==> config.mk <==
export PLATFORM = sky130hd
export DESIGN_NAME = bmp_1bpp_stream_decoder
export DESIGN_NICKNAME = d
export VERILOG_FILES = /design/src/sv/bmpd_pkg.sv /design/src/sv/bmp_1bpp_stream_decoder.sv /design/src/sv/bmpd_parse.sv /design/src/sv/bmpd_emit.sv
export SDC_FILE = /design/constraint.sdc
export NUM_CORES = 1
export LEC_CHECK = 0
export ABC_AREA = 1
export BUFFER_PORTS_ARGS = -buffer_cell sky130_fd_sc_hd__buf_2
export CELL_PAD_IN_SITES_DETAIL_PLACEMENT = 1
export CELL_PAD_IN_SITES_GLOBAL_PLACEMENT = 1
export CORE_ASPECT_RATIO = 1.75
export CORE_MARGIN = 10
export CORE_UTILIZATION = 53
export DETAILED_ROUTE_END_ITERATION = 8
export PLACE_DENSITY_LB_ADDON = 0.2
export REMOVE_ABC_BUFFERS = 1
export SLEW_MARGIN = 40
export SYNTH_ARGS = -nofsm -noshare
export SYNTH_HDL_FRONTEND = slang
export SYNTH_HIERARCHICAL = 1
export SYNTH_SLANG_ARGS = --single-unit
==> constraint.sdc <==
create_clock -name clk_i -period 16 [get_ports clk_i]
set_input_delay 2.4 -clock clk_i [delete_from_list [all_inputs] [get_ports clk_i]]
set_output_delay 2.4 -clock clk_i [all_outputs]
set_load 0.05 [all_outputs]
==> src/sv/bmpd_pkg.sv <==
// ----------------------------------------------------------------------------
// bmpd_pkg
// Shared types and constants for the 1bpp BMP stream decoder.
// ----------------------------------------------------------------------------
package bmpd_pkg;

  localparam int unsigned DimBits = 16;

  localparam logic [1:0] KIND_PIXEL  = 2'd0;
  localparam logic [1:0] KIND_HEADER = 2'd1;
  localparam logic [1:0] KIND_ERROR  = 2'd2;

  localparam logic [2:0] ERR_NONE   = 3'd0;
  localparam logic [2:0] ERR_MAGIC  = 3'd1;
  localparam logic [2:0] ERR_HSIZE  = 3'd2;
  localparam logic [2:0] ERR_COMPR  = 3'd3;
  localparam logic [2:0] ERR_BPP    = 3'd4;
  localparam logic [2:0] ERR_TRUNC  = 3'd5;
  localparam logic [2:0] ERR_SIZE   = 3'd6;

  // One queued transaction from the parser to the emitter.
  typedef struct packed {
    logic                 hdr;      // emit header result
    logic                 err;      // emit error result after pixels
    logic [2:0]           code;
    logic [3:0]           npix;     // pixels to emit, 0..8
    logic [7:0]           bits;
    logic [DimBits-1:0]   col0;
    logic [DimBits-1:0]   row;
    logic                 pal;
    logic [23:0]          c0;
    logic [23:0]          c1;
    logic [DimBits-1:0]   width;
    logic [DimBits-1:0]   height;
    logic                 top_down;
  } job_t;

endpackage

==> src/sv/bmp_1bpp_stream_decoder.sv <==
// ----------------------------------------------------------------------------
// bmp_1bpp_stream_decoder
// 1bpp BMP byte stream to header, pixel and error results.
//
// channel  direction  handshake          payload
// in       input      valid_i/stall_o    file_byte_i, end_of_file_i
// out      output     valid_o/stall_i    kind_o .. last_o
//
// A byte with results is loaded into the emitter as one job, which gives up to
// nine results (eight pixels and an error).
// The parser takes one byte per cycle while the job register is free.
// Reset clears all control state; no clearing pass.
// Output stalls back up through the emitter into the parser.
// ----------------------------------------------------------------------------
module bmp_1bpp_stream_decoder (
  input  logic        clk_i,
  input  logic        rst_ni,
  input  logic        valid_i,
  output logic        stall_o,
  input  logic [7:0]  file_byte_i,
  input  logic        end_of_file_i,
  output logic        valid_o,
  input  logic        stall_i,
  output logic [1:0]  kind_o,
  output logic [7:0]  red_o,
  output logic [7:0]  green_o,
  output logic [7:0]  blue_o,
  output logic [15:0] pixel_column_o,
  output logic [15:0] pixel_row_o,
  output logic [15:0] image_width_o,
  output logic [15:0] image_height_o,
  output logic        top_down_o,
  output logic [2:0]  error_code_o,
  output logic        last_o
);

  bmpd_pkg::job_t job;
  logic           job_valid, job_stall;

  bmpd_parse u_parse (
    .clk_i, .rst_ni, .valid_i, .stall_o, .file_byte_i, .end_of_file_i,
    .job_valid_o(job_valid), .job_stall_i(job_stall), .job_o(job)
  );

  bmpd_emit u_emit (
    .clk_i, .rst_ni, .job_valid_i(job_valid), .job_stall_o(job_stall), .job_i(job),
    .valid_o, .stall_i, .kind_o, .red_o, .green_o, .blue_o, .pixel_column_o,
    .pixel_row_o, .image_width_o, .image_height_o, .top_down_o, .error_code_o, .last_o
  );

endmodule

==> src/sv/bmpd_parse.sv <==
// ----------------------------------------------------------------------------
// bmpd_parse
// Header, palette and row bookkeeping; produces one job per input byte with results.
// ----------------------------------------------------------------------------
module bmpd_parse (
  input  logic               clk_i,
  input  logic               rst_ni,
  input  logic               valid_i,
  output logic               stall_o,
  input  logic [7:0]         file_byte_i,
  input  logic               end_of_file_i,
  output logic               job_valid_o,
  input  logic               job_stall_i,
  output bmpd_pkg::job_t     job_o
);

  localparam logic [2:0] PH_HEADER  = 3'd0;
  localparam logic [2:0] PH_PALETTE = 3'd1;
  localparam logic [2:0] PH_DATA    = 3'd2;
  localparam logic [2:0] PH_DONE    = 3'd3;
  localparam logic [2:0] PH_ERROR   = 3'd4;
  localparam int unsigned DB = bmpd_pkg::DimBits;

  logic [2:0]  phase_q, phase_d;
  logic [31:0] pos_q, pos_d;
  logic [31:0] acc_q;
  logic [31:0] fsz_q, off_q, w_q, h_q, comp_q, isz_q;
  logic [15:0] bpp_q;
  logic [7:0]  pal_q [8];
  logic        palp_q, palp_d;
  logic [DB-1:0] row_q, row_d;
  logic [13:0] rbc_q, rbc_d;
  logic [DB-1:0] habs_q;
  logic [13:0] stride_q;
  logic        hdr_ok_q;

  logic        take;
  logic [31:0] acc_n;
  logic [31:0] habs;
  logic [31:0] idx;
  bmpd_pkg::job_t job_d;
  logic        emit_d;
  logic [DB+3:0] col0_w, remain;

  assign stall_o = job_valid_o && job_stall_i;
  assign take    = valid_i && !stall_o;
  assign acc_n   = {file_byte_i, acc_q[31:8]};
  assign habs    = h_q[31] ? (32'd0 - h_q) : h_q;
  assign idx     = pos_q - 32'd54;
  assign col0_w  = {3'b000, rbc_q, 3'b000};
  assign remain  = {4'd0, w_q[DB-1:0]} - col0_w;

  always_comb begin
    phase_d = phase_q;
    pos_d   = pos_q;
    palp_d  = palp_q;
    row_d   = row_q;
    rbc_d   = rbc_q;
    emit_d  = 1'b0;
    job_d   = '0;
    job_d.bits = file_byte_i;
    job_d.col0 = col0_w[DB-1:0];
    job_d.row  = row_q;
    job_d.pal  = palp_q;
    job_d.c0   = {pal_q[2], pal_q[1], pal_q[0]};
    job_d.c1   = {pal_q[6], pal_q[5], pal_q[4]};
    job_d.width    = w_q[DB-1:0];
    job_d.height   = habs_q;
    job_d.top_down = h_q[31];
    unique case (phase_q)
      PH_HEADER: begin
        pos_d = pos_q + 32'd1;
        if (pos_q == 32'd1) begin
          if (!(acc_n[31:16] == 16'h4D42 || acc_n[31:16] == 16'h4D41 ||
                acc_n[31:16] == 16'h4943 || acc_n[31:16] == 16'h5043 ||
                acc_n[31:16] == 16'h5450)) begin
            job_d.err = 1'b1; job_d.code = bmpd_pkg::ERR_MAGIC;
            phase_d = PH_ERROR;
          end
        end else if (pos_q == 32'd17) begin
          if (acc_n != 32'd40) begin
            job_d.err = 1'b1; job_d.code = bmpd_pkg::ERR_HSIZE;
            phase_d = PH_ERROR;
          end
        end else if (pos_q == 32'd53) begin
          if (comp_q > 32'd3) begin
            job_d.err = 1'b1; job_d.code = bmpd_pkg::ERR_COMPR; phase_d = PH_ERROR;
          end else if (bpp_q != 16'd1) begin
            job_d.err = 1'b1; job_d.code = bmpd_pkg::ERR_BPP; phase_d = PH_ERROR;
          end else if (!hdr_ok_q) begin
            job_d.err = 1'b1; job_d.code = bmpd_pkg::ERR_SIZE; phase_d = PH_ERROR;
          end else begin
            job_d.hdr = 1'b1;
            if (off_q > 32'd54) begin
              palp_d = 1'b1; phase_d = PH_PALETTE;
            end else if (w_q == 32'd0 || habs_q == '0) begin
              phase_d = PH_DONE;
            end else begin
              phase_d = PH_DATA;
            end
          end
        end
      end
      PH_PALETTE: begin
        pos_d = pos_q + 32'd1;
        if (pos_d >= off_q)
          phase_d = (w_q == 32'd0 || habs_q == '0) ? PH_DONE : PH_DATA;
      end
      PH_DATA: begin
        job_d.npix = ({4'd0, w_q[DB-1:0]} <= col0_w) ? 4'd0 :
                     ((remain >= (DB+4)'(8)) ? 4'd8 : remain[3:0]);
        rbc_d = rbc_q + 14'd1;
        if (rbc_d >= stride_q) begin
          rbc_d = '0;
          row_d = row_q + DB'(1);
          if (row_d >= habs_q) phase_d = PH_DONE;
        end
      end
      PH_DONE, PH_ERROR: ;
      default: ;
    endcase
    if (end_of_file_i && (phase_d == PH_HEADER || phase_d == PH_PALETTE ||
                          phase_d == PH_DATA)) begin
      job_d.err  = 1'b1;
      job_d.code = bmpd_pkg::ERR_TRUNC;
    end
    emit_d = job_d.hdr || job_d.err || (job_d.npix != 4'd0);
    if (end_of_file_i) begin
      phase_d = PH_HEADER; pos_d = '0; palp_d = 1'b0; row_d = '0; rbc_d = '0;
    end
  end

  always_ff @(posedge clk_i or negedge rst_ni) begin
    if (!rst_ni) begin
      phase_q <= PH_HEADER;
      pos_q <= '0; acc_q <= '0; palp_q <= 1'b0; row_q <= '0; rbc_q <= '0;
      fsz_q <= '0; off_q <= '0; w_q <= '0; h_q <= '0; comp_q <= '0; isz_q <= '0;
      bpp_q <= '0; habs_q <= '0; stride_q <= '0; hdr_ok_q <= 1'b0;
      job_valid_o <= 1'b0;
    end else begin
      if (take && emit_d) job_valid_o <= 1'b1;
      else if (!job_stall_i) job_valid_o <= 1'b0;
      if (take) begin
        phase_q <= phase_d; pos_q <= pos_d; palp_q <= palp_d;
        row_q <= row_d; rbc_q <= rbc_d;
        acc_q <= end_of_file_i ? '0 : acc_n;
        if (end_of_file_i) begin
          fsz_q <= '0; off_q <= '0; w_q <= '0; h_q <= '0; comp_q <= '0;
          isz_q <= '0; bpp_q <= '0; habs_q <= '0; stride_q <= '0; hdr_ok_q <= 1'b0;
        end else if (phase_q == PH_HEADER) begin
          if (pos_q == 32'd5)  fsz_q <= acc_n;
          if (pos_q == 32'd13) off_q <= acc_n;
          if (pos_q == 32'd21) begin
            w_q <= acc_n;
            stride_q <= 14'((({1'b0, acc_n[DB-1:0]} + (DB+1)'(31)) >> 5) << 2);
          end
          if (pos_q == 32'd25) h_q <= acc_n;
          if (pos_q == 32'd29) bpp_q <= acc_n[31:16];
          if (pos_q == 32'd33) comp_q <= acc_n;
          if (pos_q == 32'd37) isz_q <= acc_n;
          if (pos_q == 32'd38) habs_q <= habs[DB-1:0];
          if (pos_q == 32'd39)
            hdr_ok_q <= (w_q[31:DB] == '0) && (habs[31:DB] == '0);
          if (pos_q == 32'd40)
            hdr_ok_q <= hdr_ok_q && (comp_q == 32'd0 || isz_q == fsz_q - off_q);
        end
      end
    end
  end

  always_ff @(posedge clk_i) begin
    if (take && phase_q == PH_PALETTE && idx < 32'd8) pal_q[idx[2:0]] <= file_byte_i;
    if (take && emit_d) job_o <= job_d;
  end

  assert property (@(posedge clk_i) disable iff (!rst_ni)
    job_valid_o && job_stall_i |=> job_valid_o)
    else $error("job dropped while stalled");
  assert property (@(posedge clk_i) disable iff (!rst_ni)
    job_valid_o |-> job_o.npix <= 4'd8)
    else $error("pixel count out of range");
  assert property (@(posedge clk_i) disable iff (!rst_ni)
    phase_q <= PH_ERROR)
    else $error("bad phase");

endmodule

==> src/sv/bmpd_emit.sv <==
// ----------------------------------------------------------------------------
// bmpd_emit
// Expands queued jobs into header, pixel and error results, one per cycle while the output is not stalled.
// ----------------------------------------------------------------------------
module bmpd_emit (
  input  logic               clk_i,
  input  logic               rst_ni,
  input  logic               job_valid_i,
  output logic               job_stall_o,
  input  bmpd_pkg::job_t     job_i,
  output logic               valid_o,
  input  logic               stall_i,
  output logic [1:0]         kind_o,
  output logic [7:0]         red_o,
  output logic [7:0]         green_o,
  output logic [7:0]         blue_o,
  output logic [15:0]        pixel_column_o,
  output logic [15:0]        pixel_row_o,
  output logic [15:0]        image_width_o,
  output logic [15:0]        image_height_o,
  output logic               top_down_o,
  output logic [2:0]         error_code_o,
  output logic               last_o
);

  bmpd_pkg::job_t cur_q;
  logic           busy_q;
  logic [3:0]     k_q, k_d;
  logic           hdone_q, hdone_d;
  logic           free, more;
  logic [1:0]     kind_d;
  logic [23:0]    rgb;
  logic           bit_v;
  logic [2:0]     code_d;

  assign free        = !valid_o || !stall_i;
  assign job_stall_o = busy_q || !free;

  always_comb begin
    k_d = k_q; hdone_d = hdone_q; code_d = bmpd_pkg::ERR_NONE;
    kind_d = bmpd_pkg::KIND_PIXEL;
    bit_v = cur_q.bits[3'd7 - k_q[2:0]];
    rgb = cur_q.pal ? (bit_v ? cur_q.c1 : cur_q.c0) : {24{bit_v}};
    if (cur_q.hdr && !hdone_q) begin
      kind_d = bmpd_pkg::KIND_HEADER; hdone_d = 1'b1;
    end else if (k_q < cur_q.npix) begin
      k_d = k_q + 4'd1;
    end else begin
      kind_d = bmpd_pkg::KIND_ERROR; code_d = cur_q.code; k_d = 4'd9;
    end
    more = (k_d < cur_q.npix) || (cur_q.err && k_d != 4'd9);
  end

  always_ff @(posedge clk_i or negedge rst_ni) begin
    if (!rst_ni) begin
      busy_q <= 1'b0; valid_o <= 1'b0; k_q <= '0; hdone_q <= 1'b0;
    end else if (free) begin
      valid_o <= busy_q;
      if (busy_q) begin
        k_q <= k_d; hdone_q <= hdone_d;
        if (!more) busy_q <= 1'b0;
      end else if (job_valid_i) begin
        busy_q <= 1'b1; k_q <= '0; hdone_q <= 1'b0;
      end
    end
  end

  always_ff @(posedge clk_i) begin
    if (free && !busy_q && job_valid_i) cur_q <= job_i;
    if (free && busy_q) begin
      kind_o <= kind_d;
      error_code_o <= code_d;
      last_o <= !more;
      if (kind_d == bmpd_pkg::KIND_PIXEL) begin
        {red_o, green_o, blue_o} <= rgb;
        pixel_column_o <= 16'(cur_q.col0 + 16'(k_q));
        pixel_row_o <= cur_q.row;
      end else begin
        {red_o, green_o, blue_o} <= '0; pixel_column_o <= '0; pixel_row_o <= '0;
      end
      image_width_o  <= (kind_d == bmpd_pkg::KIND_HEADER) ? cur_q.width : '0;
      image_height_o <= (kind_d == bmpd_pkg::KIND_HEADER) ? cur_q.height : '0;
      top_down_o     <= (kind_d == bmpd_pkg::KIND_HEADER) && cur_q.top_down;
    end
  end

  assert property (@(posedge clk_i) disable iff (!rst_ni)
    valid_o && kind_o == bmpd_pkg::KIND_ERROR |-> last_o)
    else $error("error result not last");
  assert property (@(posedge clk_i) disable iff (!rst_ni)
    busy_q |-> k_q <= 4'd8)
    else $error("pixel index overrun");
  assert property (@(posedge clk_i) disable iff (!rst_ni)
    valid_o && kind_o != bmpd_pkg::KIND_ERROR |-> error_code_o == bmpd_pkg::ERR_NONE)
    else $error("stray error code");

endmodule

==> Word-level counts from Yosys, hierarchy flattened <==
Memory sizes are Yosys's and may differ from the RTL's. A register that Yosys moved wholly into a read port is not among the register bits.
Cells that the tools add are included.
{ "word_totals": {"regBits": 648, "ramBits": 64, "output_inout_bits": 97, "mem_count": 1} }
{ "memory_table": {"columns": ["name", "depth", "width", "rd", "rd_ports_with_merged_regs", "write_ports", "line", "rtl"], "rows": [
  ["u_parse.pal_q", 8, 8, 6, 6, 1, "bmpd_parse.sv:29", "logic [7:0] pal_q [8];"]
]} }
{ "classes": {"add_sub_neg": 11, "n_lt_le_gt_ge": 11, "eq_ne": 33, "n_mux": 103, "bitwise_logic": 1, "n_reduce_logical": 78} }
{ "op_table": {"columns": ["op", "n"], "rows": [
  ["2-to-1 mux 32 bit", 22],
  ["== test 32 x 6 -> 1 bit, second input constant", 6],
  ["2-to-1 mux 16 bit", 9],
  ["== test 32 x 5 -> 1 bit, second input constant", 4],
  ["2-to-1 mux 14 bit", 6],
  ["== test 16 x 15 -> 1 bit, second input constant", 5],
  ["zero test 32 bit", 2],
  ["2-to-1 mux 4 bit", 15],
  ["zero test 16 bit", 3],
  ["2-to-1 mux 24 bit", 2],
  ["2-to-1 mux 3 bit", 13],
  ["AND reduction 3 bit", 11],
  ["adder 32 x 1 -> 32 bit, second input constant", 1],
  ["== test 32 x 1 -> 1 bit, second input constant", 1],
  ["== test 32 x 3 -> 1 bit, second input constant", 1],
  ["== test 32 bit", 1],
  ["== test 32 x 4 -> 1 bit, second input constant", 1],
  ["greater-or-equal comparator 32 bit", 1],
  ["greater-than comparator 32 x 2 -> 1 bit, second input constant", 1],
  ["greater-than comparator 32 x 6 -> 1 bit, second input constant", 1],
  ["< comparator 32 x 4 -> 1 bit, second input constant", 1],
  ["!= test 32 x 6 -> 1 bit, second input constant", 1],
  ["nonzero test 2 bit", 16],
  ["subtractor 1 x 32 -> 32 bit, first input constant", 1],
  ["other kinds (37)", 112]
]} }

==> Depth between registers and ports, before layout <==
{ "depth": {"ltp_word": 20, "ltp_mapped": 28, "mapped_depth_nobuf": 28} }

==> Modules after synthesis <==
The synthesis kept the hierarchy.
{ "by_module_without_submodules": {"columns": ["module", "n_inst", "cells_each", "area_each_um2"], "rows": [
  ["bmpd_parse", 1, 3133, 26502.9],
  ["bmpd_emit", 1, 596, 8829.7]
]} }

==> Worst setup path after synthesis <==
No wires, ideal clock.
{ "synth_path": {"kind": "input port to flip-flop", "from": "input stall_i", "to": "register u_emit/cur_q[0] in the netlist's numbering, enable pin", "setup_time_ns": 0.624, "arrival_ns": 8.030, "t_required_ns": 15.376, "slack_ns": 7.347, "cell_stages": 3, "cell_sequence": "nand2_1 nand2_1 nor2_1"} }
{ "synth_via": {"elab_chain_len": 4} }
{ "synth_rtl": {"columns": ["element", "line", "rtl"], "rows": [
  ["from (decl)", "bmp_1bpp_stream_decoder.sv:23", "input logic stall_i,"],
  ["zero test 1 bit", "bmpd_emit.sv:36", "assign free = !valid_o || !stall_i;"],
  ["logical OR 1 bit", "bmpd_emit.sv:36", null],
  ["logical AND 1 bit (2 in series)", "bmpd_emit.sv:69", "if (free && !busy_q && job_valid_i) cur_q <= job_i;"],
  ["to (signal assigned)", "bmpd_emit.sv:69", null],
  ["to (decl)", "bmpd_emit.sv:26", "bmpd_pkg::job_t cur_q;"]
]} }
Every way passes these cells.
A chain may end at the register's enable or synchronous reset.

==> Worst setup path in the final report <==
{ "layout_path": {"from": "input stall_i", "to": "output stall_o"} }
{ "layout_via": {"elab_chain_len": 5} }
{ "layout_rtl": {"columns": ["element", "line", "rtl"], "rows": [
  ["zero test 1 bit", "bmpd_emit.sv:36", null],
  ["logical OR 1 bit", "bmpd_emit.sv:36", null],
  ["zero test 1 bit", "bmpd_emit.sv:37", "assign job_stall_o = busy_q || !free;"],
  ["logical OR 1 bit", "bmpd_emit.sv:37", null],
  ["named net job_stall", "bmp_1bpp_stream_decoder.sv:38", "logic job_valid, job_stall;"],
  ["logical AND 1 bit", "bmpd_parse.sv:45", "assign stall_o = job_valid_o && job_stall_i;"],
  ["to (decl)", "bmp_1bpp_stream_decoder.sv:19", "output logic stall_o,"]
]} }
The timed path passes the listed nets, and every way through them passes these cells.

==> reports/results.env <==
SYNTH_TOP_CELLS_BY_AREA='edfxtp_1 34%, dfrtp_1 24%, nand2_1 8.9%'
WORSTPATHARRIVAL_NS=3.33
TIMING.CRITICAL_PATH.CELLS='buf_2 -> nand2_1 -> nand2_1 -> nand2_1 -> inv_1 -> buf_2'
GPL.FINAL_WEIGHTED_CONGESTION=0.930
DIEWIDTH_UM=215
POST_DRT_WL_PER_CELL_UM=23.1
FILL_CELLS=7637
POWERDENSITY_mW_PER_MM2=214
CLK_TRANSITION_REPORTED_PATHS_NS=0.06
YOSYSSEQAREASHARE_PCT=57.9
ASYNCSETRESETFLOPFRACSYNTH_PCT=45.5
TNS_NS=0
DRT_PRE_ANTENNA_ITERS=7
DP_HPWL_UM=80400
LAYOUT_MIN_CYCLE_TIME_NS=5.73
IO_BUFFER_COUNT=109
POWER_mW=8.40
MAX_SLEW.WORST_PIN.SLEW_NS=0.820
TIMING.SLEW.HEADROOM_PCT=44.8
FINAL_HOLD_VIOL_COUNT=0
TRITONCTS.NUM_BUFFERS=68
VIA_COUNT_OF_THE_FIRST_GLOBAL_ROUTING_PASS=29200
YS.FLOP_TYPE='edfxtp_1'
HOLD_CLASS='register to register'
GROUTE.USAGE.OVERALL_PCT=28.2
FLOORPLAN.DIE.HEIGHT_UM=362
WORST_R2R_STARTPOINT='u_parse/pos_q[12]'
CTS_HTREE_LEVELS=3
MAX_BUFFERS_ROOT_TO_SINK=3
VIAS_PER_CELL=5.64
CORE.ROWCOUNT=125
DRIVE_ABOVE_1_SHARE_PCT=9.26
CRIT_PATH_START_KIND='primary input'
CRIT_PATH_FREQUENT_CELL='nand2_1'
CTS.HOLD.BUFFERS_ADDED=0
POSTCTSSETUPBUFFERS=0
MIN_PERIOD_OVER_PERIOD_PCT=35.8
GRT_START_MAX_NET_PINS=79
SYNTH_CELL_TYPES=62
SLEW_VIOLATIONS=0
CRITICAL_PATH_CLASS='primary input to output pin'
CP_SLOWEST_CELL='buf_2'
YS_WARN_COUNT=6
CP_MAX_FO=3
SYNTH_LARGEST_AREA_CELL='edfxtp_1'
CLOCK_SKEW_NS=0.0319
VDD_DROP_MAX_uV=129
CLOCK_SINK_COUNT=737
ANTENNA_VIOLATIONS_BEFORE_REPAIR=2
DESIGN.CORE.AREA_MM2=0.0663
GLOBAL_ROUTE.OVERFLOW_TOTAL=0
CRIT_FAMILY='buffers and inverters'
DESIGN.PORTCOUNT=110
FINALWIRELENGTH_UM=111000
CTSROOTBUFFERMASTER='clkbuf_16'
GRT_SETUP_UNREPAIRED='no'
TIMING.CRITICAL_PATH.FROM='stall_i'
INITIALDRTVIOLATIONCOUNT=1714
FINALSETUPVIOLATIONS=0
LAYOUT.CELLS.MOST_COMMON_LIST='836 x nand2_1, 530 x inv_1, 402 x edfxtp_1'
SYNTH.FF_LATCH_COUNT=737
LAYOUT.NETS=3985
OUTCOME='completed'
HOLD_PATH_STARTPOINT='u_parse/job_o[40]'
POST-ROUTE-DRC-COUNT=0
YOSYSTOPAREACELLSHARE_PCT=34.2
CLK_LATENCY_NS=0.64
CELLLEAKAGEPOWER_nW=17.6
CRITPATHBUFINV=3
WORSTPATHREQUIRED_NS=13.60
DR_TOTAL_VIAS=27000
DRTANTENNAVIOLNETS=0
MAX_FREQ_MHz=174
POSTCTSRESIZEDCELLS=0
SYNTHCELLS=3729
TRITONCTS_CLOCK_TREE='built'
ANTENNA_CELLS_INSERTED=0
AREA_DELTA_SYNTH_FINAL_PCT=11.0
INITIAL_CORE_UTIL_PCT=53.3
NUMBER_OF_ENABLE_FLIP_FLOP_CELLS_AFTER_SYNTHESIS=402
POST_SYNTHESIS_CELL_AREA_MM2=0.0353
FINAL-SEQ-AREA_MM2=0.0205
GRT_PASS1_WL_UM=169000
CRITPATHCAPTURETYPE='output pin'
SYN-MEAN-INSTANCE-AREA_UM2=9.48
CRITICAL-PATH-MAX-STAGE-DELAY_NS=0.27
DIE-AREA_MM2=0.0778
FINAL_COMMON_CELL='nand2_1'
CAP_VIOLATIONS=0
MULTIINPUTGATEAREA_MM2=0.0125
## state kept, by name (all words and copies together) (netlist names), 14 cells and up
name / count
u_parse/row_q: 16
u_parse/h_q: 32
u_emit/pixel_row_o: 16
u_parse/w_q: 32
u_emit/pixel_column_o: 16
u_parse/fsz_q: 32
u_parse/isz_q: 32
u_parse/off_q: 32
u_parse/rbc_q: 14
u_parse/job_o: 128
u_parse/pal_q: 48
u_emit/image_height_o: 16
u_parse/pos_q: 32
u_emit/cur_q: 131
u_parse/acc_q: 24
u_parse/bpp_q: 16
u_parse/habs_q: 16
u_emit/image_width_o: 16
u_parse/comp_q: 32
## power by group
group	switching, mW	internal (mW)	leakage [nW]
registers	0.283	2.56	8.33
clock network	0.748	0.929	1.10
logic	2.81	1.06	8.18
total	3.84	4.56	17.6
## routing by layer
layer | vias to the layer above | global-route usage [%] | routed length, µm | share of wire, %
li1 | 12500 | - | - | -
met1 | 13400 | 27.4 | 37300 | 34
met2 | 716 | 54.1 | 61000 | 55
met3 | 343 | 3.43 | 3910 | 3.5
met4 | 2 | 19.7 | 8450 | 7.6
met5 | - | 0 | 8 | 0.0072
## synthesized netlist by cell type, drive strengths merged, types with 3 or more instances
library cell and number:
nand4 55, o22ai 56, fa 3, o211ai 4, nand3 135, xnor2 24
a21oi 113, nand2 854, nand3b 22, nor3 109, buf 25, a22o 3
nor4 27, nor3b 5, o21ai 326, a31oi 7, ha 122, or2 7
edfxtp 402, o31ai 6, inv 556, nor2 352, xor2 97, clkbuf 62
dfrtp 335
## per-stage QoR
step                setup WS [ns]  util (%)  cells  hold slack (ns)  instance area, µm²
global route                 9.90      59.1   4789            0.412               39200
finish                      10.27      59.1   4789            0.406               39200
CTS                         10.08      59.1   4788            0.403               39200
floorplan                    7.35         -   3644            0.400               34900
detailed placement           10.0      55.7   4665            0.406               36900
global placement            10.08      55.5   4663            0.400               36800
## path summary, 6_finish.rpt
kind / to / slack (ns) / cells past startpoint
max: stall_o / 10.27 / 6
min: u_emit/cur_q[40] / 0.41 / 0
max reg2reg: u_parse/job_o[90] / 10.32 / 25
min reg2reg: u_emit/cur_q[40] / 0.41 / 0
max in group asynchronous: u_parse/isz_q[12] / 13.18 / 2
min in group asynchronous: u_parse/fsz_q[28] / 1.69 / 1
## kinds of logic (layout without fill, tap and decap cells)
logic type | count (synthesis) | in the layout | share of synthesized area [%]
other | 1 | 3 | 0.0106
AND/OR/NAND/NOR | 1572 | 1572 | 19.5
XOR/XNOR | 121 | 121 | 3.00
adder cells (fa/ha/maj) | 125 | 125 | 4.49
buffers and inverters | 644 | 813 | 7.08
flip-flops | 737 | 737 | 57.9
AO/OA/AOI/OAI | 529 | 529 | 8.05
## final cells by class
type,instances,area share [%]
Timing Repair Buffer,133,2.07
Inverter,557,5.36
Clock buffer,80,4.56
Clock inverter,43,1.24
Tap cell,889,2.84
Multi-Input combinational cell,2350,31.8
Sequential cell,737,52.2
(Power assumes the default switching activity.)
